==> config.mk <==
export PLATFORM = sky130hd
export DESIGN_NAME = lru_replacement_with_pins
export DESIGN_NICKNAME = d
export VERILOG_FILES = /design/src/hdl/lrp_pkg.sv /design/src/hdl/lru_replacement_with_pins.sv /design/src/hdl/lrp_datapath.sv /design/src/hdl/lrp_ctrl.sv
export VERILOG_INCLUDE_DIRS = /design/src /design/src/hdl
export SDC_FILE = /design/constraint.sdc
export NUM_CORES = 1
export LEC_CHECK = 0
export BUFFER_PORTS_ARGS = -buffer_cell sky130_fd_sc_hd__buf_2
export CORE_ASPECT_RATIO = 0.5
export CORE_MARGIN = 2
export CORE_UTILIZATION = 60
export DETAILED_ROUTE_END_ITERATION = 8
export PLACE_DENSITY = 0.77
export SETUP_SLACK_MARGIN = 0.3
export SYNTH_ARGS = -nofsm -noshare
export SYNTH_HDL_FRONTEND = slang
export SYNTH_HIERARCHICAL = 1
export SYNTH_SLANG_ARGS = --single-unit
==> constraint.sdc <==
create_clock -name i_clk -period 5.7 [get_ports i_clk]
set_clock_uncertainty 0.05 [all_clocks]
set_input_delay 1.14 -clock i_clk [delete_from_list [all_inputs] [get_ports i_clk]]
set_output_delay 1.14 -clock i_clk [all_outputs]
set_load 0.05 [all_outputs]
==> src/hdl/assert_macros.svh <==
// ============================================================================
// Assertion macros
// Shared concurrent assertion forms for the RTL folder.
// ============================================================================
`ifndef ASSERT_MACROS_SVH
`define ASSERT_MACROS_SVH

// Implication checked on every rising edge, off while reset is low
`define ASSERT_CLK(lbl, clk, rst_n, prop, msg) \
    lbl: assert property (@(posedge clk) disable iff (!rst_n) prop) else $error(msg);

// Same check with the block's usual clock and reset names
`define ASSERT_STD(lbl, prop, msg) `ASSERT_CLK(lbl, i_clk, i_rst_n, prop, msg)

`endif

==> src/hdl/lrp_pkg.sv <==
// ============================================================================
// lrp_pkg
// Shared codes, widths and control types of the LRU replacement block.
// ============================================================================
`timescale 1ns / 1ps
`default_nettype none

package lrp_pkg;

    // Default pool size
    localparam int FRAMES_DEF = 16;

    // Field widths
    localparam int OP_W     = 3;
    localparam int FRAME_W  = 4;
    localparam int PIN_W    = 8;
    localparam int STATUS_W = 2;
    localparam int VICT_W   = 4;
    localparam int OCC_W    = 5;

    // Packed stream widths
    localparam int IN_DATA_W  = 16;
    localparam int OUT_DATA_W = 16;
    localparam int OUT_PAD    = OUT_DATA_W - (STATUS_W + VICT_W + OCC_W);

    // Operation codes
    localparam logic [OP_W-1:0] OP_ADD   = 3'd0;
    localparam logic [OP_W-1:0] OP_FIND  = 3'd1;
    localparam logic [OP_W-1:0] OP_TOUCH = 3'd2;
    localparam logic [OP_W-1:0] OP_EVICT = 3'd3;
    localparam logic [OP_W-1:0] OP_PIN   = 3'd4;

    // Status codes
    localparam logic [STATUS_W-1:0] ST_OK       = 2'd0;
    localparam logic [STATUS_W-1:0] ST_EMPTY    = 2'd1;
    localparam logic [STATUS_W-1:0] ST_NOTFOUND = 2'd2;

    // Controller to datapath commands
    typedef struct packed {
        logic load;
        logic scan_step;
        logic exec;
    } t_cmd;

    // Datapath to controller status
    typedef struct packed {
        logic in_evict;
        logic scan_last;
    } t_sts;

endpackage

`default_nettype wire

==> src/hdl/lru_replacement_with_pins.sv <==
// ============================================================================
// lru_replacement_with_pins
// Recency list over a pool of buffer frames with per-frame pin counts.
// ============================================================================
// Usage:
//   Requests arrive on the slave stream (i_s_*): one beat per operation,
//   tdata = {pin_value, frame, op}. Every request yields exactly one result
//   beat on the master stream (o_m_*): tdata = {occupancy, victim, status}.
//   One request is in work at a time. Add, find, touch, set pin and unused
//   codes pass through accept and execute; the result is valid the cycle
//   after execute. Evict runs the victim scan between accept and execute;
//   the scan reads one frame cell per cycle.
//   A new request is taken as soon as the block returns to idle, even while
//   the previous result still waits in the output register.
//   If the receiver stalls, the next request executes only once the output
//   register is free; until then o_s_tready stays low.
//   Reset (synchronous, active low) empties the list and clears all ranks
//   and pin counts at once; no clearing pass is needed.
// ============================================================================
`timescale 1ns / 1ps
`default_nettype none

module lru_replacement_with_pins
    import lrp_pkg::*;
#(
    parameter int FRAMES = FRAMES_DEF
) (
    input  wire logic                  i_clk,
    input  wire logic                  i_rst_n,
    input  wire logic                  i_s_tvalid,
    output logic                       o_s_tready,
    // [2:0] op, [6:3] frame, [14:7] pin_value, [15] zero
    input  wire logic [IN_DATA_W-1:0]  i_s_tdata,
    output logic                       o_m_tvalid,
    input  wire logic                  i_m_tready,
    // [1:0] status, [5:2] victim, [10:6] occupancy, [15:11] zero
    output logic [OUT_DATA_W-1:0]      o_m_tdata
);

    t_cmd w_cmd;
    t_sts w_sts;

    // Sequencer
    lrp_ctrl u_ctrl (
        .i_clk      (i_clk),
        .i_rst_n    (i_rst_n),
        .i_s_tvalid (i_s_tvalid),
        .o_s_tready (o_s_tready),
        .o_m_tvalid (o_m_tvalid),
        .i_m_tready (i_m_tready),
        .i_sts      (w_sts),
        .o_cmd      (w_cmd)
    );

    // Frame table and result
    lrp_datapath #(
        .FRAMES (FRAMES)
    ) u_datapath (
        .i_clk     (i_clk),
        .i_rst_n   (i_rst_n),
        .i_s_tdata (i_s_tdata),
        .i_cmd     (w_cmd),
        .o_sts     (w_sts),
        .o_m_tdata (o_m_tdata)
    );

endmodule

`default_nettype wire

==> src/hdl/lrp_datapath.sv <==
// ============================================================================
// lrp_datapath
// Frame table (rank, listed flag, pin count), victim scan and result register.
// ============================================================================
`timescale 1ns / 1ps
`default_nettype none

`include "assert_macros.svh"

module lrp_datapath
    import lrp_pkg::*;
#(
    parameter int FRAMES = FRAMES_DEF
) (
    input  wire logic                  i_clk,
    input  wire logic                  i_rst_n,
    input  wire logic [IN_DATA_W-1:0]  i_s_tdata,
    input  wire t_cmd                  i_cmd,
    output t_sts                       o_sts,
    output logic [OUT_DATA_W-1:0]      o_m_tdata
);

    localparam int IDX_W  = $clog2(FRAMES);
    localparam int SIZE_W = $clog2(FRAMES + 1);

    // Frame cells
    logic [IDX_W-1:0]  r_rank   [FRAMES];
    logic [FRAMES-1:0] r_listed;
    logic [PIN_W-1:0]  r_pin    [FRAMES];
    logic [SIZE_W-1:0] r_size;
    logic [IDX_W-1:0]  n_rank   [FRAMES];
    logic [FRAMES-1:0] n_listed;
    logic [SIZE_W-1:0] n_size;

    // Latched request
    logic [OP_W-1:0]    r_op;
    logic [FRAME_W-1:0] r_frame;
    logic [PIN_W-1:0]   r_pinv;

    // Victim scan
    logic [IDX_W-1:0] r_idx;
    logic             r_found;
    logic [IDX_W-1:0] r_best;
    logic [IDX_W-1:0] r_best_rank;

    // Result register
    logic [STATUS_W-1:0] r_status;
    logic [VICT_W-1:0]   r_victim;
    logic [OCC_W-1:0]    r_occ;

    logic [IDX_W-1:0]    w_fidx;
    logic                w_inrange;
    logic [IDX_W-1:0]    w_addr;
    logic [IDX_W-1:0]    w_rd_rank;
    logic                w_rd_listed;
    logic                w_cand;
    logic                w_do_mtf;
    logic                w_do_ins;
    logic                w_do_unl;
    logic                w_do_pin;
    logic [STATUS_W-1:0] w_status;
    logic [IDX_W-1:0]    w_key;
    logic [IDX_W-1:0]    w_kr;

    // Address the table at the scan index or at the requested frame
    assign w_fidx      = IDX_W'(r_frame);
    assign w_inrange   = (32'(r_frame) < FRAMES);
    assign w_addr      = i_cmd.scan_step ? r_idx : w_fidx;
    assign w_rd_rank   = r_rank[w_addr];
    assign w_rd_listed = r_listed[w_addr];
    assign w_cand      = w_rd_listed && (r_pin[w_addr] == '0) &&
                         (!r_found || (w_rd_rank > r_best_rank));

    // Status toward the controller
    assign o_sts.in_evict  = (i_s_tdata[OP_W-1:0] == OP_EVICT);
    assign o_sts.scan_last = (r_idx == IDX_W'(FRAMES - 1));

    // Decode the latched operation
    always_comb begin
        w_do_mtf = 1'b0;
        w_do_ins = 1'b0;
        w_do_unl = 1'b0;
        w_do_pin = 1'b0;
        w_status = ST_OK;
        case (r_op) inside
            OP_ADD: begin
                if (!w_inrange) begin
                    w_status = ST_NOTFOUND;
                end else if (w_rd_listed) begin
                    w_do_mtf = 1'b1;
                end else begin
                    w_do_ins = 1'b1;
                end
            end
            OP_FIND, OP_TOUCH: begin
                if (r_size == '0) begin
                    w_status = ST_EMPTY;
                end else if (!w_inrange || !w_rd_listed) begin
                    w_status = ST_NOTFOUND;
                end else if (r_op == OP_TOUCH) begin
                    w_do_mtf = 1'b1;
                end
            end
            OP_EVICT: begin
                if (r_found) begin
                    w_do_unl = 1'b1;
                end else begin
                    w_status = ST_NOTFOUND;
                end
            end
            OP_PIN: begin
                if (w_inrange) begin
                    w_do_pin = 1'b1;
                end else begin
                    w_status = ST_NOTFOUND;
                end
            end
            default: begin
            end
        endcase
    end

    assign w_key = w_do_unl ? r_best : w_fidx;
    assign w_kr  = w_do_unl ? r_best_rank : w_rd_rank;

    // Shift ranks of every cell in parallel around the key frame
    always_comb begin
        for (int i = 0; i < FRAMES; i++) begin
            n_rank[i]   = r_rank[i];
            n_listed[i] = r_listed[i];
            if (r_listed[i]) begin
                if (w_do_ins || (w_do_mtf && (r_rank[i] < w_kr))) begin
                    n_rank[i] = r_rank[i] + 1'b1;
                end else if (w_do_unl && (r_rank[i] > w_kr)) begin
                    n_rank[i] = r_rank[i] - 1'b1;
                end
            end
            if (IDX_W'(i) == w_key) begin
                if (w_do_ins || w_do_mtf) begin
                    n_rank[i]   = '0;
                    n_listed[i] = 1'b1;
                end else if (w_do_unl) begin
                    n_rank[i]   = '0;
                    n_listed[i] = 1'b0;
                end
            end
        end
        n_size = r_size;
        if (w_do_ins) begin
            n_size = r_size + 1'b1;
        end else if (w_do_unl) begin
            n_size = r_size - 1'b1;
        end
    end

    // Hold the frame table; apply one operation per exec
    always_ff @(posedge i_clk) begin
        if (!i_rst_n) begin
            r_listed <= '0;
            r_size   <= '0;
            for (int i = 0; i < FRAMES; i++) begin
                r_rank[i] <= '0;
                r_pin[i]  <= '0;
            end
        end else if (i_cmd.exec) begin
            r_listed <= n_listed;
            r_size   <= n_size;
            for (int i = 0; i < FRAMES; i++) begin
                r_rank[i] <= n_rank[i];
            end
            if (w_do_pin) begin
                r_pin[w_fidx] <= r_pinv;
            end
        end
    end

    // Latch the request, advance the scan, capture the result
    always_ff @(posedge i_clk) begin
        if (i_cmd.load) begin
            r_op    <= i_s_tdata[OP_W-1:0];
            r_frame <= i_s_tdata[OP_W +: FRAME_W];
            r_pinv  <= i_s_tdata[OP_W + FRAME_W +: PIN_W];
            r_idx   <= '0;
            r_found <= 1'b0;
        end else if (i_cmd.scan_step) begin
            r_idx <= r_idx + 1'b1;
            if (w_cand) begin
                r_found     <= 1'b1;
                r_best      <= r_idx;
                r_best_rank <= w_rd_rank;
            end
        end
        if (i_cmd.exec) begin
            r_status <= w_status;
            r_victim <= w_do_unl ? VICT_W'(r_best) : '0;
            r_occ    <= OCC_W'(n_size);
        end
    end

    assign o_m_tdata = {{OUT_PAD{1'b0}}, r_occ, r_victim, r_status};

    // Checks
    `ASSERT_STD(a_size_bound, 1'b1 |-> (32'(r_size) <= FRAMES), "list size above pool size")
    `ASSERT_STD(a_evict_shrinks, (i_cmd.exec && (r_op == OP_EVICT) && r_found) |=> (r_size == $past(r_size) - 1'b1), "evict did not shrink list")

endmodule

`default_nettype wire

==> src/hdl/lrp_ctrl.sv <==
// ============================================================================
// lrp_ctrl
// Sequencer for accept, victim scan and execute; owns the output valid.
// ============================================================================
`timescale 1ns / 1ps
`default_nettype none

`include "assert_macros.svh"

module lrp_ctrl
    import lrp_pkg::*;
(
    input  wire logic i_clk,
    input  wire logic i_rst_n,
    input  wire logic i_s_tvalid,
    output logic      o_s_tready,
    output logic      o_m_tvalid,
    input  wire logic i_m_tready,
    input  wire t_sts i_sts,
    output t_cmd      o_cmd
);

    localparam logic [1:0] S_IDLE = 2'd0;
    localparam logic [1:0] S_SCAN = 2'd1;
    localparam logic [1:0] S_EXEC = 2'd2;

    logic [1:0] r_state;
    logic [1:0] n_state;
    logic       r_out_valid;
    logic       w_accept;
    logic       w_slot_free;

    // Take a request only in idle and never while reset is low
    assign o_s_tready  = i_rst_n && (r_state == S_IDLE);
    assign w_accept    = i_s_tvalid && o_s_tready;
    assign w_slot_free = !r_out_valid || i_m_tready;

    // Commands toward the datapath
    assign o_cmd.load      = w_accept;
    assign o_cmd.scan_step = (r_state == S_SCAN);
    assign o_cmd.exec      = (r_state == S_EXEC) && w_slot_free;

    // Next state
    always_comb begin
        n_state = r_state;
        unique case (r_state)
            S_IDLE: begin
                if (w_accept) begin
                    n_state = i_sts.in_evict ? S_SCAN : S_EXEC;
                end
            end
            S_SCAN: begin
                if (i_sts.scan_last) begin
                    n_state = S_EXEC;
                end
            end
            S_EXEC: begin
                if (w_slot_free) begin
                    n_state = S_IDLE;
                end
            end
            default: begin
                n_state = S_IDLE;
            end
        endcase
    end

    // Hold state and output valid
    always_ff @(posedge i_clk) begin
        if (!i_rst_n) begin
            r_state     <= S_IDLE;
            r_out_valid <= 1'b0;
        end else begin
            r_state <= n_state;
            if (o_cmd.exec) begin
                r_out_valid <= 1'b1;
            end else if (i_m_tready) begin
                r_out_valid <= 1'b0;
            end
        end
    end

    assign o_m_tvalid = r_out_valid;

    // Checks
    `ASSERT_STD(a_accept_leaves_idle, w_accept |=> (r_state != S_IDLE),
                "accept did not start work")
    `ASSERT_STD(a_exec_sets_valid, o_cmd.exec |=> r_out_valid, "executed beat not presented")
    `ASSERT_STD(a_scan_only_evict,
                ((r_state == S_IDLE) && w_accept && !i_sts.in_evict) |=> (r_state == S_EXEC),
                "scan entered for non-evict")

endmodule

`default_nettype wire
==> results of run 1 <==
==> stage by stage <==
| step | setup slack [ns] | total power (µW) | hold WS (ns) | util | cell area [µm²] |
|---|---|---|---|---|---|
| 2_1_floorplan | 0.685 | 2860 | 0.418 | - | 16300 |
| 6_report | 0.490 | 4650 | 0.469 | 0.663 | 17600 |
| 3_5_place_dp | 0.155 | 3110 | 0.454 | 0.633 | 16800 |
| 4_1_cts | 0.230 | 4640 | 0.468 | 0.662 | 17600 |
| 3_3_place_gp | 0.300 | 3040 | 0.432 | 0.633 | 16800 |
| 5_1_grt | 0.327 | 4830 | 0.505 | 0.663 | 17600 |
==> final timing paths <==
kind,cells after the start,slack (ns),start,end
worst max-delay path,18,0.49,u_ctrl/r_state[0],u_datapath/r_rank[2][1]
worst min-delay path,2,0.47,u_ctrl/o_m_tvalid,u_ctrl/o_m_tvalid
worst max register to register,18,0.49,u_ctrl/r_state[0],u_datapath/r_rank[2][1]
worst min register to register,2,0.47,u_ctrl/o_m_tvalid,u_ctrl/o_m_tvalid
==> registers in the layout, indices dropped and copies added, names as in the netlist, 4 cells and up <==
register                flops
u_datapath/r_pin          128
u_datapath/r_rank          64
u_datapath/r_listed        16
u_datapath/r_pinv           8
u_datapath/r_occ            5
u_datapath/r_size           5
u_datapath/r_best           4
u_datapath/r_best_rank      4
u_datapath/r_frame          4
u_datapath/r_idx            4
u_datapath/r_victim         4
==> critical path: cells and delay by family, from the launching register on <==
kind / cells / cell delay (ns)
adders and majority gates: 1 / 0.28
buffers and inverters: 3 / 0.69
DFF: 1 / 0.46
and+or+nand+nor: 4 / 0.83
AOI/OAI and AO/OA: 7 / 1.33
muxes: 3 / 1.38
==> logic make-up after synthesis <==
logic type                 Yosys count
and+or+nand+nor                    679
AOI/OAI and AO/OA                  359
DFF                                255
buffers and inverters              140
adders and majority gates          103
muxes                               63
xor gates and xnor gates             9
other                                1
==> repair_timing <==
action	4_1_cts	5_1_grt
endpoints found under the setup margin	12	37
pin swaps	0	1
buffers inserted	0	0
resized for setup	2	7
==> cells in the final DEF, fill, tap and decap left out, drive strengths merged, types with 42 or more instances in the layout <==
cell | Yosys | layout
a21oi | 94 | 94
and2 | 150 | 150
buf | 33 | 60
edfxtp | 226 | 226
ha | 103 | 103
inv | 58 | 59
mux2i | 42 | 42
nand2 | 164 | 164
nand3 | 75 | 75
nor2 | 111 | 111
o21a | 53 | 53
o21ai | 47 | 47
==> routing by layer <==
layer,wire length (µm),track usage,vias to the layer above,part of all wire
li1,-,-,5982,-
met1,16600,0.369,6244,0.41
met2,19500,0.495,604,0.48
met3,3350,0.0404,103,0.082
met4,1300,0.105,0,0.032
met5,0,0,-,0
==> power by group <==
| part | switching [µW] | internal [µW] |
|---|---|---|
| sequential | 114 | 2140 |
| combinational | 507 | 334 |
| clock | 728 | 829 |
==> layout make-up <==
| cell class | instances | area [µm²] | share of cell area |
|---|---|---|---|
| clock buffers | 33 | 664 | 0.0377 |
| clock inverters | 11 | 90.1 | 0.00512 |
| inverters | 58 | 218 | 0.0124 |
| multi-input cells | 1218 | 8430 | 0.479 |
| flip-flops and latches | 255 | 7370 | 0.418 |
| well taps | 352 | 440 | 0.0250 |
| repair buffers | 60 | 398 | 0.0226 |
==> run summary, run 1 <==
Outcome: finished clean
Vias in the first global route: 12.5k
Worst-case vdd ir drop: 245 µV
Yosys top cell area share: 0.417
Total Wirelength: 40700 µm
Leak: 0.00664 µW
I/O pin count: 38
Slew margin rel.: 0.168
Final Critical Period: 5.21 ns
Clock sinks: 255
Worst-Margin Slew: 1.25 ns
Worst min-delay path class: reg2reg
Initial antenna violation count: 0
Setup crit end kind: register
Hold_buf cts: 0
Vias: 12.9k
DRT antenna net count: 0
WS Path Type: reg2reg
Starting density of the core: 0.614
Synthesized cell area: 0.0163 mm²
DR pass1 iterations: 6
Total GRT Usage: 0.286
Synth area leaders: edfxtp_1 (42%), ha_1 (7.9%), and2_1 (5.8%)
# Max-Cap Violations: 0
Count of cell types in the netlist: 76
Largest family of logic cells by synthesized area: simple AND/OR/NAND/NOR gates
Count of warnings emitted by yosys: 6
CP Data Required Time: 6.05 ns
Ant. Diodes: 0
Largest fanout on the critical path: 17
DRC violations left: 0
Post-synthesis adder-cell area fraction: 0.0791
Die ar.: 0.0286 mm²
Final setup viols: 0
Crit start category: register
FFs w/ async S/R, synth: 0
Post-Syn Instances: 1609
Fillers: 2035
Crit-path slowest cell: mux4_2
Setup TNS: 0 ns
Nets: 1740
Chip width: 237 µm
Clk Latency, worst-skew pair: 0.55 ns
Max Slew Vio Count: 0
Pwr per Cell Area: 264 mW/mm²
Placed Instances: 1943
Gr ovfl total: 0
Share of layout cells above drive strength 1: 0.111
Avg Cell Area, Syn: 10.1 µm²
Post-synth EDFFs: 226
Drt via density: 6.51
Synthesis-to-finish area growth: 8.07%
Seq/Total Area, Yosys: 0.452
Htree depth: 1
Compound-Gate Fraction of Synth Area: 0.169
Cell Chain, Critical Path: nor2b_1 -> buf_12 -> mux2_4 -> buf_4 -> nor2_1 -> a21oi_1 -> mux4_2 -> a21oi_2 -> a21oi_4 -> buf_4 -> ha_1 -> nor2b_1 -> o21a_1 -> o21a_1 -> or2_2 -> a22oi_2 -> mux2_2 -> a21oi_1
Drt wl/cell: 20.5 µm
Post-DP HPWL: 27700 µm
Port Buffers: 31
Largest net degree at the start of global routing: 79
Most frequent cell after synthesis: edfxtp_1
Initial DRC count: 1358
Critical Path AT: 5.56 ns
CTS tree: yes
Final Hold Vio Count: 0
Primary FF master, synth: edfxtp_1
First-pass GRT wire length: 64400 µm
Portion of netlist area occupied by mux cells: 0.0434
Fin cells: 1987
Fin crit share: 0.914
FF+latch count, synth: 255
RSZ-0062 raised after global routing: no
Height of the chip: 121 µm
CTS Buf Count: 24
Leading area contributor after synthesis: edfxtp_1
Worst-path clk slew: 0.07 ns
Simple-gate share of the synthesized area: 0.214
CTS root buf: clkbuf_16
Max Root-Sink Buffers: 3
# rows: 42
Area of the core: 0.0265 mm²
Post-synthesis xor/xnor area fraction: 0.00484
Fmax: 192 MHz
List of most frequent post-synthesis cells: edfxtp_1 (226), nand2_1 (163), and2_1 (150)
CP peak stage delay: 0.56 ns
Placer congestion estimate: 0.880
Power figures use the tool's default switching activity.
==> inputs of run 2 (changes only) <==
--- a/config.mk
+++ b/config.mk
@@ -6,7 +6,7 @@
 export SDC_FILE = /design/constraint.sdc
 export NUM_CORES = 1
 export LEC_CHECK = 0
-export BUFFER_PORTS_ARGS = -buffer_cell sky130_fd_sc_hd__buf_2
+export BUFFER_PORTS_ARGS = -buffer_cell sky130_fd_sc_hd__buf_4
 export CORE_ASPECT_RATIO = 0.5
 export CORE_MARGIN = 2
 export CORE_UTILIZATION = 60
==> run 2 against run 1 <==
Non-clock buffer count up 17. Sequential cell count unchanged. Clock-buffer cell count down 6. Final cell count up 0.75%. Power up 2.2%. Hold slack better by 0.019 ns. Critical path depth down 1. First-iteration DRC count up 1.7%. Via count up 0.12%. Critical endpoint is now u_datapath/r_rank[5][1]. Largest cell class unchanged.
==> run summary, run 2 (synthesis gave the netlist of run 1 again) <==
Outcome: finished clean
Vias: 12.9k
CTS root buf: clkbuf_16
Placed Instances: 1959
Drt wl/cell: 20.5 µm
# Max-Cap Violations: 0
Port Buffers: 31
Area of the core: 0.0265 mm²
Clk Latency, worst-skew pair: 0.57 ns
I/O pin count: 38
Crit-path slowest cell: dfxtp_1
Height of the chip: 121 µm
Final core utilization: 0.672
# rows: 42
Initial antenna violation count: 0
Vias in the first global route: 12.8k
R2R Setup Slk: 0.43 ns
Worst min-delay path class: reg2reg
Crit start category: register
Post-DP HPWL: 28400 µm
RSZ-0062 raised after global routing: no
Htree depth: 1
Total Wirelength: 41000 µm
WS Path Type: reg2reg
DR pass1 iterations: 6
Buf/Inv on CP: 3
CTS Buf Count: 25
Ant. Diodes: 0
Max Slew Vio Count: 0
Setup WS post-layout: 0.432 ns
Fillers: 1967
Most common cell after layout, fill and taps aside: edfxtp_1
Hold_buf cts: 0
CP Data Required Time: 6.07 ns
Largest net degree at the start of global routing: 79
Largest register FFs: 128
Synthesis-to-finish area growth: 9.52%
Final Critical Period: 5.27 ns
Largest fanout on the critical path: 37
Cell Chain, Critical Path: nor2b_1 -> buf_12 -> mux2i_4 -> buf_12 -> nand2_1 -> and3_1 -> a311oi_1 -> a311oi_1 -> a31oi_1 -> a21oi_2 -> buf_4 -> ha_1 -> o21a_1 -> or2_2 -> a22oi_1 -> mux2_2 -> a21oi_1
Top reg by flops: u_datapath/r_pin
Chip width: 237 µm
Setup crit end kind: register
Nets: 1758
Max Root-Sink Buffers: 3
DRT antenna net count: 0
Largest regs: u_datapath/r_pin x128, u_datapath/r_rank x64, u_datapath/r_listed x16
Final setup viols: 0
Most frequent cells in the layout: edfxtp_1 (226), nand2_1 (162), and2_1 (150)
Leak: 0.00677 µW
Initial DRC count: 1381
Worst-Margin Slew: 1.11 ns
Fin crit share: 0.924
Pre-CTS setup slack: 0.275 ns
Overall power: 4750 µW
Total GRT Usage: 0.290
Critical Path AT: 5.64 ns
Worst-case vdd ir drop: 219 µV
Share of layout cells above drive strength 1: 0.120
CP peak stage delay: 0.48 ns
CP delay by family, top: compound AO/OA/AOI/OAI gates
Pwr per Cell Area: 266 mW/mm²
Starting density of the core: 0.614
Drt via density: 6.47
Die ar.: 0.0286 mm²
First-pass GRT wire length: 65100 µm
Setup TNS: 0 ns
Placer congestion estimate: 0.905
Final Hold Vio Count: 0
Clock sinks: 255
Slew margin rel.: 0.258
CTS tree: yes
Fmax: 190 MHz
Fin cells: 2002
Worst-path clk slew: 0.07 ns
DRC violations left: 0
Gr ovfl total: 0
-- run 2: cell types whose count changed in the layout (fill, tap and decap cells not counted), moves of 3 or more --
| cell | previous run | this run |
|---|---|---|
| buf_4 | 27 | 74 |
| buf_2 | 31 | 0 |
| clkbuf_1 | 6 | 2 |
| clkinv_1 | 2 | 6 |
| clkbuf_8 | 3 | 0 |
-- run 2: routing by layer --
metal | wire (µm) | GRT usage
met5 | 0 | 0
met4 | 1260 | 0.106
met3 | 3370 | 0.0477
met2 | 19300 | 0.496
met1 | 17000 | 0.375
-- run 2: what timing repair did --
| action | 4_1_cts | 5_1_grt |
|---|---|---|
| endpoints found under the hold margin | 0 | 0 |
| setup buffers | 0 | 1 |
| endpoints found under the setup margin | 5 | 19 |
| pin swaps | 0 | 0 |
| resized for setup | 2 | 7 |
-- run 2: metrics by stage --
stage	cell area, µm²	hold slack [ns]
after detailed placement	17000	0.466
after global routing	17800	0.510
after CTS	17800	0.485
final	17800	0.488
after global placement	17000	0.439
after floorplan	16300	0.418
-- run 2: final timing paths --
kind                      startpoint  depth (start not counted)                       to
setup reg to reg   u_ctrl/r_state[0]                         17  u_datapath/r_rank[5][1]
hold reg to reg   u_datapath/r_found                          2       u_datapath/r_found
setup / recovery   u_ctrl/r_state[0]                         17  u_datapath/r_rank[5][1]
hold / removal    u_datapath/r_found                          2       u_datapath/r_found
-- run 2: worst register-to-register path: cells and delay by family (launching register included) --
kind,cells,cell delay (ns)
fa+ha+maj,1,0.32
simple gates,4,0.79
flops,1,0.48
buf+inv,3,0.72
compound gates,7,1.97
mux,2,0.83
-- run 2: final cells by class --
class	instances	area, µm²	share of cell area
flip-flops and latches	255	7370	0.413
inverters	58	218	0.0122
repair buffers	77	616	0.0345
clock inverters	15	150	0.00842
well taps	352	440	0.0247
multi-input cells	1218	8420	0.472
clock buffers	27	633	0.0355
-- run 2: report_power, final --
part | switching, µW | leakage, µW | total, µW | internal (µW)
Sequential | 115 | 0.00255 | 2250 | 2140
Combinational | 510 | 0.00383 | 862 | 352
Clock | 739 | 0.000381 | 1640 | 898
Total | 1360 | 0.00677 | 4750 | 3390
==> inputs of run 3 (changes only) <==
--- a/config.mk
+++ b/config.mk
@@ -7,7 +7,7 @@
 export NUM_CORES = 1
 export LEC_CHECK = 0
 export BUFFER_PORTS_ARGS = -buffer_cell sky130_fd_sc_hd__buf_4
-export CORE_ASPECT_RATIO = 0.5
+export CORE_ASPECT_RATIO = 1.1
 export CORE_MARGIN = 2
 export CORE_UTILIZATION = 60
 export DETAILED_ROUTE_END_ITERATION = 8
==> constraint.sdc (replaced) <==
create_clock -name i_clk -period 5.46 [get_ports i_clk]
set_clock_uncertainty 0.05 [all_clocks]
set_input_delay 1.092 -clock i_clk [delete_from_list [all_inputs] [get_ports i_clk]]
set_output_delay 1.092 -clock i_clk [all_outputs]
set_load 0.05 [all_outputs]
==> run 3 against run 2 <==
Routed wire length rose by 0.14%. Die area shrank 0.28%. Hold slack got worse by 0.010 ns. Sequential share of layout area fell by 0.11 points. Non-clock buffer count fell by 14. Global-route usage decreased by 0.59 points. Clock power rose by 14%.
==> run summary, run 3 (synthesis gave the netlist of run 1 again) <==
Outcome: finished clean
WHS Path Cells: 2
Worst min-delay path class: reg2reg
Fmax: 199 MHz
Pre-CTS setup slack: 0.127 ns
Cell Chain, Critical Path: nor2b_1 -> buf_12 -> mux2i_4 -> buf_12 -> o21ai_0 -> mux4_2 -> a21oi_2 -> a21oi_4 -> buf_4 -> ha_1 -> nor2b_1 -> o21a_1 -> o21a_1 -> or2_2 -> a22oi_1 -> mux2_2 -> a21oi_1
Port Buffers: 31
CP peak stage delay: 0.53 ns
Fin cells: 2000
Hold EP: u_datapath/r_found
Final setup viols: 0
Vias in the first global route: 12.2k
Largest fanout on the critical path: 41
Initial antenna violation count: 0
Die ar.: 0.0285 mm²
Drt wl/cell: 20.5 µm
Total Wirelength: 41100 µm
CTS tree: yes
CTS Buf Count: 27
# Max-Cap Violations: 0
RSZ-0062 raised after global routing: yes
Worst hold start: u_datapath/r_found
Worst-Margin Slew: 1.13 ns
Placer congestion estimate: 0.882
Nets: 1746
Chip width: 161 µm
Max Root-Sink Buffers: 3
Leak: 0.00676 µW
Worst-path clk slew: 0.06 ns
First-pass GRT wire length: 64000 µm
CP Data Required Time: 5.80 ns
DRT antenna net count: 0
Synthesis-to-finish area growth: 9.80%
Final Critical Period: 5.02 ns
Slew margin rel.: 0.244
Most common cell after layout, fill and taps aside: edfxtp_1
Gr ovfl total: 0
Critical Path AT: 5.36 ns
DR pass1 iterations: 5
Fillers: 2079
Initial DRC count: 972
Post-DP HPWL: 27800 µm
Largest regs: u_datapath/r_pin x128, u_datapath/r_rank x64, u_datapath/r_listed x16
Share of layout cells above drive strength 1: 0.116
Worst reg-to-reg path cell count: 17
# rows: 63
WS Path Type: reg2reg
Worst-case vdd ir drop: 363 µV
Final Instance Area: 0.0179 mm²
Setup bufs post-CTS: 0
Pwr per Cell Area: 286 mW/mm²
Htree depth: 1
DRC violations left: 0
Ant. Diodes: 0
Height of the chip: 177 µm
R2R Setup Slk: 0.44 ns
Placed Instances: 1951
Reg-to-Reg End: u_datapath/r_rank[15][1]
Placement-stage cell area: 0.0169 mm²
Final Hold Vio Count: 0
Setup WS post-layout: 0.437 ns
Drt via density: 6.35
CTS root buf: clkbuf_16
Fin crit share: 0.920
Final core utilization: 0.667
# resized after CTS: 4
Crit-path slowest cell: mux4_2
Vias: 12.7k
Hold_buf cts: 0
Setup crit end kind: register
Largest net degree at the start of global routing: 79
Top reg by flops: u_datapath/r_pin
Reg2reg start: u_ctrl/r_state[0]
Starting density of the core: 0.608
Clock sinks: 255
Largest register FFs: 128
Max Slew Vio Count: 0
Area of the core: 0.0268 mm²
Total GRT Usage: 0.284
Crit start category: register
Clk Latency, worst-skew pair: 0.54 ns
I/O pin count: 38
Most frequent cells in the layout: edfxtp_1 (226), nand2_1 (162), and2_1 (150)
Setup TNS: 0 ns
[run 3: cell count changes in the layout (fill, tap and decap cells not counted), sizes merged]
cell | previous run | this run
clkinvlp | 1 | 2
inv | 59 | 58
clkinv | 11 | 7
clkbuf | 27 | 36
buf | 77 | 63
bufinv | 2 | 4
[run 3: metrics by stage]
stage	hold WS [ns]	total power (µW)
finish	0.477	5110
global route	0.491	5310
CTS	0.478	5110
detailed placement	0.473	3250
global placement	0.451	3200
floorplan	0.418	2990
[run 3: worst max-delay path by stage]
stage                     slack [ns]  cells past startpoint                  endpoint               from
after floorplan                 0.45                     15  u_datapath/r_rank[15][1]  u_ctrl/r_state[0]
after global placement          0.27                     17  u_datapath/r_rank[11][1]  u_ctrl/r_state[0]
after detailed placement        0.13                     17   u_datapath/r_rank[3][1]  u_ctrl/r_state[0]
after CTS                       0.32                     17   u_datapath/r_rank[3][1]  u_ctrl/r_state[0]
after global routing            0.26                     17   u_datapath/r_rank[5][1]  u_ctrl/r_state[0]
final                           0.44                     17  u_datapath/r_rank[15][1]  u_ctrl/r_state[0]
[run 3: report_power, final]
| part | leakage (µW) | total, µW | internal [µW] | switching, µW |
|---|---|---|---|---|
| clock | 0.000431 | 1870 | 1110 | 754 |
| sequential | 0.00255 | 2350 | 2230 | 120 |
| combinational | 0.00378 | 888 | 362 | 526 |
| total | 0.00676 | 5110 | 3710 | 1400 |
[run 3: cell type report]
cell class	instances	area [µm²]	area share
Multi-Input combinational cell	1218	8440	0.472
Sequential cell	255	7370	0.412
Clock buffer	36	719	0.0402
Timing Repair Buffer	63	523	0.0292
Tap cell	357	447	0.0250
Inverter	58	218	0.0122
Clock inverter	13	173	0.00965
[run 3: worst max-delay path: cells and delay by family, from the launching register on]
family	cells	cell delay, ns
simple gates	3	0.66
fa+ha+maj	1	0.28
buf+inv	3	0.68
compound gates	7	1.50
flops	1	0.45
mux	3	1.22
[run 3: metal layers]
layer / up-vias / part of all wire / track usage
met1: 6058 / 0.39 / 0.343
met3: 132 / 0.066 / 0.0401
met4: 0 / 0.044 / 0.129
li1: 6004 / - / -
met5: - / 0 / 0
met2: 497 / 0.50 / 0.504
